**src/design/mrg_pkg.sv**
```systemverilog
`default_nettype none
// ----------------------------------------------------------------------------
// mrg_pkg
// Shared types and constants of the motor reversal and encoder guard.
// ----------------------------------------------------------------------------
package mrg_pkg;

    localparam int RPM_W       = 16;
    localparam int BAND_W      = 15;
    localparam int COUNT_W     = 8;
    localparam int CFG_DATA_W  = 15;
    localparam int CFG_IDX_W   = 2;

    localparam logic [COUNT_W-1:0] COUNT_MAX = '1;

    // reset values of the configuration registers
    localparam logic [COUNT_W-1:0] BAD_TICK_LIMIT_RST  = 8'd10;
    localparam logic [BAND_W-1:0]  ZERO_SPEED_BAND_RST = 15'd50;
    localparam logic [COUNT_W-1:0] ZERO_TICK_LIMIT_RST = 8'd10;

    // configuration register indexes
    typedef enum logic [CFG_IDX_W-1:0] {
        REG_BAD_TICK_LIMIT  = 2'd0,
        REG_ZERO_SPEED_BAND = 2'd1,
        REG_ZERO_TICK_LIMIT = 2'd2
    } cfg_idx_t;

    // item kinds
    localparam logic KIND_REQUEST = 1'b0;
    localparam logic KIND_TICK    = 1'b1;

    typedef struct packed {
        logic                    kind;
        logic signed [RPM_W-1:0] target_rpm;
        logic                    in_run;
        logic signed [RPM_W-1:0] shaft_rpm;
        logic                    encoder_fault;
    } item_t;

    typedef struct packed {
        logic signed [RPM_W-1:0] active_rpm;
        logic                    reversal_queued;
        logic                    encoder_lost;
        logic                    reversal_waiting;
    } result_t;

    typedef struct packed {
        logic [COUNT_W-1:0] bad_tick_limit;
        logic [BAND_W-1:0]  zero_speed_band;
        logic [COUNT_W-1:0] zero_tick_limit;
    } cfg_t;

    typedef struct packed {
        logic signed [RPM_W-1:0] command_rpm;
        logic signed [RPM_W-1:0] queued_rpm;
        logic                    reversal_flag;
        logic [COUNT_W-1:0]      bad_tick_count;
        logic [COUNT_W-1:0]      zero_tick_count;
    } state_t;

endpackage
`default_nettype wire

```
**src/design/mrg_if.sv**
```systemverilog
`default_nettype none
// ----------------------------------------------------------------------------
// mrg_item_if / mrg_result_if
// Valid/ready channels for input items and result items.
// ----------------------------------------------------------------------------
interface mrg_item_if;
    logic           valid;
    logic           ready;
    mrg_pkg::item_t data;

    modport source (output valid, output data, input ready);
    modport sink   (input valid, input data, output ready);
endinterface

interface mrg_result_if;
    logic             valid;
    logic             ready;
    mrg_pkg::result_t data;

    modport source (output valid, output data, input ready);
    modport sink   (input valid, input data, output ready);
endinterface
`default_nettype wire

```
**src/design/motor_reversal_and_encoder_guard.sv**
```systemverilog
`default_nettype none
// ----------------------------------------------------------------------------
// motor_reversal_and_encoder_guard
// Speed command guard: controlled reversals and encoder loss detection.
// ----------------------------------------------------------------------------
// Each accepted transaction (speed request or control tick) yields exactly one
// result. The item is captured in an input register, then one pass of compare
// and counter logic updates the guard state and loads the result register. One
// item is accepted every cycle; the only limit is the downstream ready, and one
// new item can still be captured in the input register while a finished result
// waits. Configuration writes take effect at once and are meant for idle
// periods; writes to an index past the last register are ignored.
module motor_reversal_and_encoder_guard (
    input  wire                            clk,
    input  wire                            rst_n,
    mrg_item_if.sink                       item,
    mrg_result_if.source                   result,
    input  wire                            cfg_we,
    input  wire [mrg_pkg::CFG_IDX_W-1:0]   cfg_idx,
    input  wire [mrg_pkg::CFG_DATA_W-1:0]  cfg_data
);
    import mrg_pkg::*;

    cfg_t    cfg_reg;
    state_t  state_reg, state_next;
    logic    in_valid_reg;
    item_t   in_data_reg;
    logic    out_valid_reg;
    result_t out_data_reg, out_data_next;
    logic    advance;

    assign advance      = in_valid_reg && (!out_valid_reg || result.ready);
    assign item.ready   = !in_valid_reg || advance;
    assign result.valid = out_valid_reg;
    assign result.data  = out_data_reg;

    mrg_step u_step (
        .item (in_data_reg),
        .cur  (state_reg),
        .cfg  (cfg_reg),
        .nxt  (state_next),
        .res  (out_data_next)
    );

    always_ff @(posedge clk or negedge rst_n)
    begin
        if (!rst_n)
        begin
            cfg_reg.bad_tick_limit  <= BAD_TICK_LIMIT_RST;
            cfg_reg.zero_speed_band <= ZERO_SPEED_BAND_RST;
            cfg_reg.zero_tick_limit <= ZERO_TICK_LIMIT_RST;
        end
        else if (cfg_we)
        begin
            unique case (cfg_idx)
                REG_BAD_TICK_LIMIT:  cfg_reg.bad_tick_limit  <= cfg_data[COUNT_W-1:0];
                REG_ZERO_SPEED_BAND: cfg_reg.zero_speed_band <= cfg_data[BAND_W-1:0];
                REG_ZERO_TICK_LIMIT: cfg_reg.zero_tick_limit <= cfg_data[COUNT_W-1:0];
                default: ;
            endcase
        end
    end

    always_ff @(posedge clk or negedge rst_n)
    begin
        if (!rst_n)
        begin
            state_reg     <= '0;
            in_valid_reg  <= 1'b0;
            out_valid_reg <= 1'b0;
        end
        else
        begin
            if (item.ready)
                in_valid_reg <= item.valid;
            if (advance)
            begin
                state_reg     <= state_next;
                out_valid_reg <= 1'b1;
            end
            else if (result.ready)
            begin
                out_valid_reg <= 1'b0;
            end
        end
    end

    // payload registers, no reset
    always_ff @(posedge clk)
    begin
        if (item.valid && item.ready)
            in_data_reg <= item.data;
        if (advance)
            out_data_reg <= out_data_next;
    end

`ifndef SYNTHESIS
    // a queued reversal holds the command at zero
    assert property (@(posedge clk) disable iff (!rst_n)
        state_reg.reversal_flag |-> (state_reg.command_rpm == '0)
                                    && (state_reg.queued_rpm != '0))
        else $error("reversal queued with nonzero command or empty queue");

    // no queue means no stopped-tick count and no queued speed
    assert property (@(posedge clk) disable iff (!rst_n)
        !state_reg.reversal_flag |-> (state_reg.zero_tick_count == '0)
                                     && (state_reg.queued_rpm == '0))
        else $error("stale reversal state without a queued reversal");

    // a request that queues a reversal reports it waiting with zero command
    assert property (@(posedge clk) disable iff (!rst_n)
        (out_valid_reg && out_data_reg.reversal_queued) |->
            out_data_reg.reversal_waiting && (out_data_reg.active_rpm == '0)
            && !out_data_reg.encoder_lost)
        else $error("inconsistent reversal result");

    // an advanced item always produces a result
    assert property (@(posedge clk) disable iff (!rst_n)
        (advance) |=> out_valid_reg)
        else $error("advanced item did not produce a result");
`endif

endmodule
`default_nettype wire

```
**src/design/mrg_step.sv**
```systemverilog
`default_nettype none
// ----------------------------------------------------------------------------
// mrg_step
// Next-state and result logic for one request or tick.
// ----------------------------------------------------------------------------
module mrg_step (
    input  wire mrg_pkg::item_t   item,
    input  wire mrg_pkg::state_t  cur,
    input  wire mrg_pkg::cfg_t    cfg,
    output mrg_pkg::state_t       nxt,
    output mrg_pkg::result_t      res
);
    import mrg_pkg::*;

    logic               cmd_pos, cmd_neg, req_pos, req_neg, shaft_pos, shaft_neg;
    logic               opp_cmd, opp_motion, apply_now;
    logic               bad, lost, stopped;
    logic [COUNT_W-1:0] bad_inc, zero_inc;
    logic [RPM_W-1:0]   shaft_mag;

    always_comb
    begin
        cmd_pos   = !cur.command_rpm[RPM_W-1] && (cur.command_rpm != '0);
        cmd_neg   = cur.command_rpm[RPM_W-1];
        req_pos   = !item.target_rpm[RPM_W-1] && (item.target_rpm != '0);
        req_neg   = item.target_rpm[RPM_W-1];
        shaft_pos = !item.shaft_rpm[RPM_W-1] && (item.shaft_rpm != '0);
        shaft_neg = item.shaft_rpm[RPM_W-1];

        opp_cmd    = (cmd_pos && req_neg) || (cmd_neg && req_pos);
        opp_motion = (shaft_pos && req_neg) || (shaft_neg && req_pos);
        apply_now  = !item.in_run || (item.target_rpm == '0)
                     || (!opp_cmd && !opp_motion);

        // two's complement negate; -32768 maps to 32768 unsigned
        shaft_mag = shaft_neg ? (~item.shaft_rpm + 1'b1) : item.shaft_rpm;
        stopped   = ({1'b0, cfg.zero_speed_band} >= shaft_mag);

        bad      = item.encoder_fault || (cur.command_rpm != '0 && item.shaft_rpm == '0);
        bad_inc  = (cur.bad_tick_count != COUNT_MAX) ? cur.bad_tick_count + 1'b1
                                                     : cur.bad_tick_count;
        lost     = bad && (bad_inc >= cfg.bad_tick_limit);
        zero_inc = (cur.zero_tick_count != COUNT_MAX) ? cur.zero_tick_count + 1'b1
                                                      : cur.zero_tick_count;

        nxt = cur;
        res = '0;

        if (item.kind == KIND_REQUEST)
        begin
            nxt.zero_tick_count = '0;
            if (apply_now)
            begin
                nxt.reversal_flag = 1'b0;
                nxt.queued_rpm    = '0;
                nxt.command_rpm   = item.target_rpm;
            end
            else
            begin
                nxt.reversal_flag   = 1'b1;
                nxt.queued_rpm      = item.target_rpm;
                nxt.command_rpm     = '0;
                res.reversal_queued = 1'b1;
            end
        end
        else
        begin
            nxt.bad_tick_count = bad ? bad_inc : '0;
            res.encoder_lost   = lost;
            // loss skips the reversal handling for this tick
            if (!lost && cur.reversal_flag)
            begin
                if (stopped)
                begin
                    nxt.zero_tick_count = zero_inc;
                    if (zero_inc >= cfg.zero_tick_limit)
                    begin
                        nxt.command_rpm     = cur.queued_rpm;
                        nxt.queued_rpm      = '0;
                        nxt.reversal_flag   = 1'b0;
                        nxt.zero_tick_count = '0;
                    end
                end
                else
                begin
                    nxt.zero_tick_count = '0;
                end
            end
        end

        res.active_rpm       = nxt.command_rpm;
        res.reversal_waiting = nxt.reversal_flag;
    end

endmodule
`default_nettype wire
```
**src/flat_wrapper.sv**
```systemverilog
// flat-port wrapper written by rule: the top's interface ports become plain ports
module motor_reversal_and_encoder_guard_flat import mrg_pkg::*;
  (clk, rst_n, cfg_we, cfg_idx, cfg_data, item_valid, item_data, item_ready, result_valid, result_data, result_ready);
  mrg_item_if item_i ();
  mrg_result_if result_i ();
  input  wire clk;
  input  wire rst_n;
  input  wire cfg_we;
  input  wire [mrg_pkg::CFG_IDX_W-1:0] cfg_idx;
  input  wire [mrg_pkg::CFG_DATA_W-1:0] cfg_data;
  input wire logic [$bits(item_i.valid)-1:0] item_valid;
  input wire logic [$bits(item_i.data)-1:0] item_data;
  output wire logic [$bits(item_i.ready)-1:0] item_ready;
  output wire logic [$bits(result_i.valid)-1:0] result_valid;
  output wire logic [$bits(result_i.data)-1:0] result_data;
  input wire logic [$bits(result_i.ready)-1:0] result_ready;
  assign item_i.valid = item_valid;
  assign item_i.data = item_data;
  assign item_ready = item_i.ready;
  assign result_valid = result_i.valid;
  assign result_data = result_i.data;
  assign result_i.ready = result_ready;
  motor_reversal_and_encoder_guard u_core (.clk(clk), .rst_n(rst_n), .item(item_i), .result(result_i), .cfg_we(cfg_we), .cfg_idx(cfg_idx), .cfg_data(cfg_data));
endmodule
```
**config.mk**
```make
export PLATFORM = sky130hd
export DESIGN_NAME = motor_reversal_and_encoder_guard_flat
export DESIGN_NICKNAME = d
export VERILOG_FILES = /design/src/design/mrg_pkg.sv /design/src/design/mrg_if.sv /design/src/design/motor_reversal_and_encoder_guard.sv /design/src/design/mrg_step.sv /design/src/flat_wrapper.sv
export SDC_FILE = /design/constraint.sdc
export NUM_CORES = 1
export LEC_CHECK = 0
export BUFFER_PORTS_ARGS = -buffer_cell sky130_fd_sc_hd__buf_2
export CORE_ASPECT_RATIO = 1.25
export CORE_MARGIN = 3
export CORE_UTILIZATION = 40
export DETAILED_ROUTE_END_ITERATION = 10
export HOLD_SLACK_MARGIN = 0.02
export PLACE_DENSITY_LB_ADDON = 0.2
export RECOVER_POWER = 50
export SYNTH_ARGS = -nofsm -noshare
export SYNTH_HDL_FRONTEND = slang
export SYNTH_HIERARCHICAL = 1
export SYNTH_SLANG_ARGS = --single-unit
```
**constraint.sdc**
```tcl
create_clock -name clk -period 13.1 [get_ports clk]
set_clock_uncertainty 0.2 [all_clocks]
set_input_delay 3.93 -clock clk [delete_from_list [all_inputs] [get_ports clk]]
set_output_delay 3.93 -clock clk [all_outputs]
set_load 0.1 [all_outputs]
```
# ---- Yosys cells after proc, flatten, opt, wreduce, memory -nomap -nowiden
# Index checks and enable logic that the tools add are counted.
dict set report totals {
  register_bits 136
}
dict set report op_classes {
  n_addsub 3
  magnitude_cmp 3
  n_eq_ne 7
  muxes 16
  bitwise_logic 1
  n_reduce_logical 42
}
# op count
set ops {}
lappend ops {{$mux 33} 5}
lappend ops {{$mux 8} 7}
lappend ops {{$reduce_bool 16->1} 3}
lappend ops {{$logic_not 16->1} 2}
lappend ops {{$add 16x1->16 const B} 1}
lappend ops {{$add 8x1->8 const B} 2}
lappend ops {{$ge 15x16->1} 1}
lappend ops {{$ge 8x8->1} 2}
lappend ops {{$mux 16} 1}
lappend ops {{$ne 8x8->1 const B} 2}
lappend ops {{$not 16->16} 1}
lappend ops {{$logic_and 1x1->1} 13}
lappend ops {{$reduce_and 2->1} 5}
lappend ops {{$logic_not 1->1} 9}
lappend ops {{$logic_or 1x1->1} 7}
lappend ops {{$ne 2x2->1 const B} 3}
lappend ops {{$reduce_and 4->1} 1}
lappend ops {{$mux 1} 3}
lappend ops {{$eq 2x1->1 const B} 1}
lappend ops {{$eq 2x2->1 const B} 1}
lappend ops {{$logic_not 2->1} 1}
lappend ops {{$reduce_bool 2->1} 1}

# ---- Longest topological paths before layout
dict set report logic_depth {
  depth_word 9
  ltp_mapped 16
  ltp_nobuf 14
}

# ---- Cells and area by module
# The synthesis kept the hierarchy.
# module instances cells_each area_per_inst_um2
set by_module_without_submodules {}
lappend by_module_without_submodules {motor_reversal_and_encoder_guard 1 232 4718.3}
lappend by_module_without_submodules {mrg_step 1 378 2591.2}

# ---- Worst setup path after synthesis
# No wires, ideal clock.
dict set report synth_timing {
  kind {in2out}
  start {in result_ready}
  end {out item_ready}
  arrival_time_ps 4752
  required_time_ps 8970
  path_slack_ps 4218
  path_stages 1
  path_cell_list {nand3b_1}
}
dict set report synth_via {
  elab_chain_len 3
}
# item line
set synth_lines {}
lappend synth_lines {{start, declared} flat_wrapper.sv:16} ;# input wire logic [$bits(result_i.ready)-1:0] result_ready;
lappend synth_lines {{$logic_or 1x1->1} motor_reversal_and_encoder_guard.sv:32} ;# assign advance = in_valid_reg && (!out_valid_reg || result.ready);
lappend synth_lines {{$logic_and 1x1->1} motor_reversal_and_encoder_guard.sv:32}
lappend synth_lines {{$logic_or 1x1->1} motor_reversal_and_encoder_guard.sv:33} ;# assign item.ready = !in_valid_reg || advance;
lappend synth_lines {{end, declared} flat_wrapper.sv:13} ;# output wire logic [$bits(item_i.ready)-1:0] item_ready;
# No other way between the ends.

# ---- Final worst setup path
# Same ends and word-level chain as after synthesis.

==> run_summary.xml <==
<?xml version="1.0" encoding="UTF-8"?>
<metrics>
  <group name="status">
    <metric name="outcome" unit="">complete, but fails checks</metric>
    <metric name="violations" unit="">capacitance limit, slew limit</metric>
  </group>
  <group name="setup_path">
    <metric name="worst_endpoint_data_arrival_time" unit="ps">4600</metric>
    <metric name="worst_setup_path_end_kind" unit="">output port</metric>
    <metric name="timing.critical_path.fanout_max" unit="">3</metric>
    <metric name="ws_path_type" unit="">in2out</metric>
    <metric name="critPathLaunchType" unit="">input pin</metric>
    <metric name="timing.critical_path.required" unit="ps">8970</metric>
  </group>
  <group name="layout">
    <metric name="area_delta_synth_final" unit="%">13.4</metric>
    <metric name="layout.core_utilization" unit="">0.468</metric>
    <metric name="largest_reg_flops" unit="">49</metric>
    <metric name="net_count_of_the_finished_layout" unit="">760</metric>
    <metric name="antenna_cells_inserted" unit="">0</metric>
    <metric name="area_taken_by_multi_input_logic_gates" unit="mm2">0.00323</metric>
    <metric name="final-instance-count-excl-fill" unit="">906</metric>
    <metric name="fillerInstances" unit="">1613</metric>
    <metric name="ff_latch_area" unit="mm2">0.00368</metric>
    <metric name="drive_gt1_frac" unit="">0.293</metric>
  </group>
  <group name="place">
    <metric name="place_hpwl" unit="um">11400</metric>
    <metric name="port_buffers" unit="">77</metric>
    <metric name="placer_congestion_estimate" unit="">0.829</metric>
    <metric name="numPlacedInstances" unit="">874</metric>
  </group>
  <group name="sta">
    <metric name="fin_hold_ws" unit="ps">307</metric>
    <metric name="setup_viol_count_final" unit="">0</metric>
    <metric name="tightest_slew" unit="ps">3870</metric>
    <metric name="fin_crit" unit="ps">8730</metric>
    <metric name="max_freq" unit="GHz">0.115</metric>
    <metric name="timing.final.crit_share" unit="">0.666</metric>
    <metric name="final-max-slew-violation-count" unit="">105</metric>
    <metric name="setup_repair_after_global_routing_missed_its_margin" unit="">no</metric>
    <metric name="timing.slew.headroom" unit="">-1.58</metric>
    <metric name="hold_viol" unit="">0</metric>
    <metric name="timing.setup.tns" unit="ps">0</metric>
  </group>
  <group name="detailed_routing">
    <metric name="detail-route-antenna-nets" unit="">0</metric>
    <metric name="dr_total_vias" unit="">5062</metric>
    <metric name="first_pass_iters" unit="">4</metric>
    <metric name="drt-vias-per-instance" unit="">5.59</metric>
    <metric name="post_route_drc_violation_count" unit="">0</metric>
    <metric name="wl" unit="um">16000</metric>
    <metric name="routed_wire_length_per_instance" unit="um">17.7</metric>
    <metric name="first_iter_violations" unit="">270</metric>
  </group>
  <group name="worst_hold_path">
    <metric name="min-delay-path-class" unit="">reg2reg</metric>
  </group>
  <group name="floorplan">
    <metric name="std_cell_rows" unit="">54</metric>
    <metric name="floorplan.initialDensity" unit="">0.413</metric>
    <metric name="fp.coreArea" unit="mm2">0.0177</metric>
    <metric name="dieArea" unit="mm2">0.0199</metric>
    <metric name="dieHeight" unit="um">157</metric>
    <metric name="pin_count" unit="">78</metric>
    <metric name="floorplan.die.width" unit="um">127</metric>
  </group>
  <group name="yosys">
    <metric name="synthDominantCellAreaShare" unit="">0.257</metric>
    <metric name="ys_warn_count" unit="">6</metric>
    <metric name="synth_async_sr_flop_share" unit="">0.603</metric>
    <metric name="synth-simple-area-share" unit="">0.0962</metric>
    <metric name="synth_cell_types" unit="">66</metric>
    <metric name="synth_compound_gate_area_share" unit="">0.139</metric>
    <metric name="synth.yosys.seq_area_share" unit="">0.504</metric>
    <metric name="synth_mux_area_frac" unit="">0.130</metric>
    <metric name="cell_types_occupying_the_most_area_after_synthesis" unit="">sky130_fd_sc_hd__dfrtp_1, sky130_fd_sc_hd__edfxtp_1, sky130_fd_sc_hd__mux2_2</metric>
    <metric name="synth_top_cell_by_area" unit="">sky130_fd_sc_hd__dfrtp_1</metric>
    <metric name="synth_cells" unit="">610</metric>
    <metric name="syn_area" unit="mm2">0.00731</metric>
    <metric name="synth_adder_area_share" unit="">0.0582</metric>
    <metric name="yosys.area_share.xor_xnor" unit="">0.0216</metric>
    <metric name="cell_types_with_the_highest_counts_after_synthesis" unit="">sky130_fd_sc_hd__mux2_2, sky130_fd_sc_hd__dfrtp_1, sky130_fd_sc_hd__edfxtp_1, sky130_fd_sc_hd__nand2_1, sky130_fd_sc_hd__ha_1</metric>
    <metric name="synth_most_common_cell" unit="">sky130_fd_sc_hd__mux2_2</metric>
    <metric name="flop_and_latch_count_out_of_synthesis" unit="">136</metric>
    <metric name="synthFlopType" unit="">sky130_fd_sc_hd__dfrtp_1</metric>
    <metric name="combinational_family_with_the_most_area_after_synthesis" unit="">compound AO/OA/AOI/OAI gates</metric>
    <metric name="mappedNetlistNets" unit="">701</metric>
    <metric name="synthesis.area_per_instance" unit="um2">12.0</metric>
    <metric name="synth-edff-count" unit="">54</metric>
  </group>
  <group name="global_route">
    <metric name="global_route.overflow_total" unit="">0</metric>
    <metric name="grt_pass1_wl" unit="um">26300</metric>
    <metric name="antenna_found_initial" unit="">0</metric>
    <metric name="first_global_vias" unit="">5099</metric>
    <metric name="grt_max_degree" unit="">69</metric>
    <metric name="groute.usage.overall" unit="">0.166</metric>
  </group>
  <group name="clock_network">
    <metric name="clk_root_buffer_cell" unit="">sky130_fd_sc_hd__clkbuf_16</metric>
    <metric name="tritoncts" unit="">done</metric>
    <metric name="clock_net_sink_count" unit="">136</metric>
    <metric name="ctsLongestPathBuffers" unit="">2</metric>
    <metric name="htree_levels" unit="">4</metric>
    <metric name="cts-buffers-inserted" unit="">17</metric>
    <metric name="worst_setup_hold_path_clk_slew" unit="ps">60</metric>
    <metric name="clkLatencyLatePin" unit="ps">420</metric>
    <metric name="cts_setup_buffers" unit="">0</metric>
    <metric name="post_cts_repair_resize_count" unit="">0</metric>
    <metric name="cts_hold_buf" unit="">0</metric>
  </group>
  <group name="flow_run">
    <metric name="cap_violations" unit="">2</metric>
  </group>
  <group name="pwr">
    <metric name="leakage" unit="nW">3.54</metric>
    <metric name="worst_ir_drop_on_vdd" unit="mV">0.0857</metric>
    <metric name="cellPowerDensity" unit="mW/mm2">167</metric>
    <metric name="design_power_total" unit="mW">1.38</metric>
  </group>
</metrics>
-- worst max-delay path, stage by stage --
cell and delay [ps]:
sky130_fd_sc_hd__buf_2 80, sky130_fd_sc_hd__nand3b_1 140, sky130_fd_sc_hd__buf_2 450
-- final timing paths --
path	startpoint	end	slack, ps	depth (start not counted)
min in group asynchronous	rst_n	u_core/cfg_reg[27]	3390	1
min	u_core/cfg_reg[2]	u_core/cfg_reg[2]	310	1
max	result_ready	item_ready	4370	3
max reg2reg	u_core/in_data_reg[4]	u_core/state_reg[48]	7580	11
max in group asynchronous	rst_n	u_core/in_valid_reg	5160	2
min reg2reg	u_core/cfg_reg[2]	u_core/cfg_reg[2]	310	1
-- cell type report --
class / count / share of cell area
Clock buffer: 18 / 0.0530
Tap cell: 224 / 0.0338
Clock inverter: 14 / 0.0177
Sequential cell: 136 / 0.444
Multi-Input combinational cell: 403 / 0.389
Timing Repair Buffer: 83 / 0.0495
Inverter: 28 / 0.0127
-- through the flow --
step / worst slack, ps / instance area (um2)
after floorplan: 4220 / 7310
after global placement: 4400 / 7760
after detailed placement: 4370 / 7760
after CTS: 4370 / 8340
after global routing: 4230 / 8290
final: 4370 / 8290
-- layout by cell type, fill, tap and decap left out, types with 6 or more instances in the layout --
cell type,count
sky130_fd_sc_hd__a21o_1,7
sky130_fd_sc_hd__a21oi_1,24
sky130_fd_sc_hd__a22o_1,15
sky130_fd_sc_hd__and3_1,7
sky130_fd_sc_hd__buf_2,70
sky130_fd_sc_hd__clkbuf_1,10
sky130_fd_sc_hd__clkbuf_16,17
sky130_fd_sc_hd__dfrtp_1,75
sky130_fd_sc_hd__dfstp_2,7
sky130_fd_sc_hd__edfxtp_1,54
sky130_fd_sc_hd__ha_1,34
sky130_fd_sc_hd__inv_1,28
sky130_fd_sc_hd__mux2_2,81
sky130_fd_sc_hd__nand2_1,37
sky130_fd_sc_hd__nand2b_1,6
sky130_fd_sc_hd__nand3_1,33
sky130_fd_sc_hd__nor2_1,10
sky130_fd_sc_hd__nor4_1,9
sky130_fd_sc_hd__o211ai_1,30
sky130_fd_sc_hd__o21a_1,6
sky130_fd_sc_hd__o21ai_0,16
sky130_fd_sc_hd__o31ai_1,6
sky130_fd_sc_hd__xor2_1,14
-- cell families after synthesis --
| kind of cell | after synthesis |
|---|---|
| DFF | 136 |
| AOI/OAI and AO/OA | 135 |
| xor gates and xnor gates | 18 |
| adders and majority gates | 34 |
| buffers and inverters | 71 |
| and+or+nand+nor | 131 |
| muxes | 85 |
-- per-layer routing --
layer,vias to the layer above,track usage,share of wire
li1,2407,-,-
met1,2484,0.215,0.43
met2,147,0.274,0.50
met3,24,0.0350,0.052
met4,0,0.0629,0.019
met5,-,0,0
-- where the power goes --
part | switching, mW | leakage (nW) | internal, mW
Combinational | 0.208 | 1.71 | 0.125
Sequential | 0.0545 | 1.55 | 0.524
Clock | 0.186 | 0.283 | 0.286
Total | 0.449 | 3.54 | 0.935
Note: power is estimated with default switching activity, not from simulation.
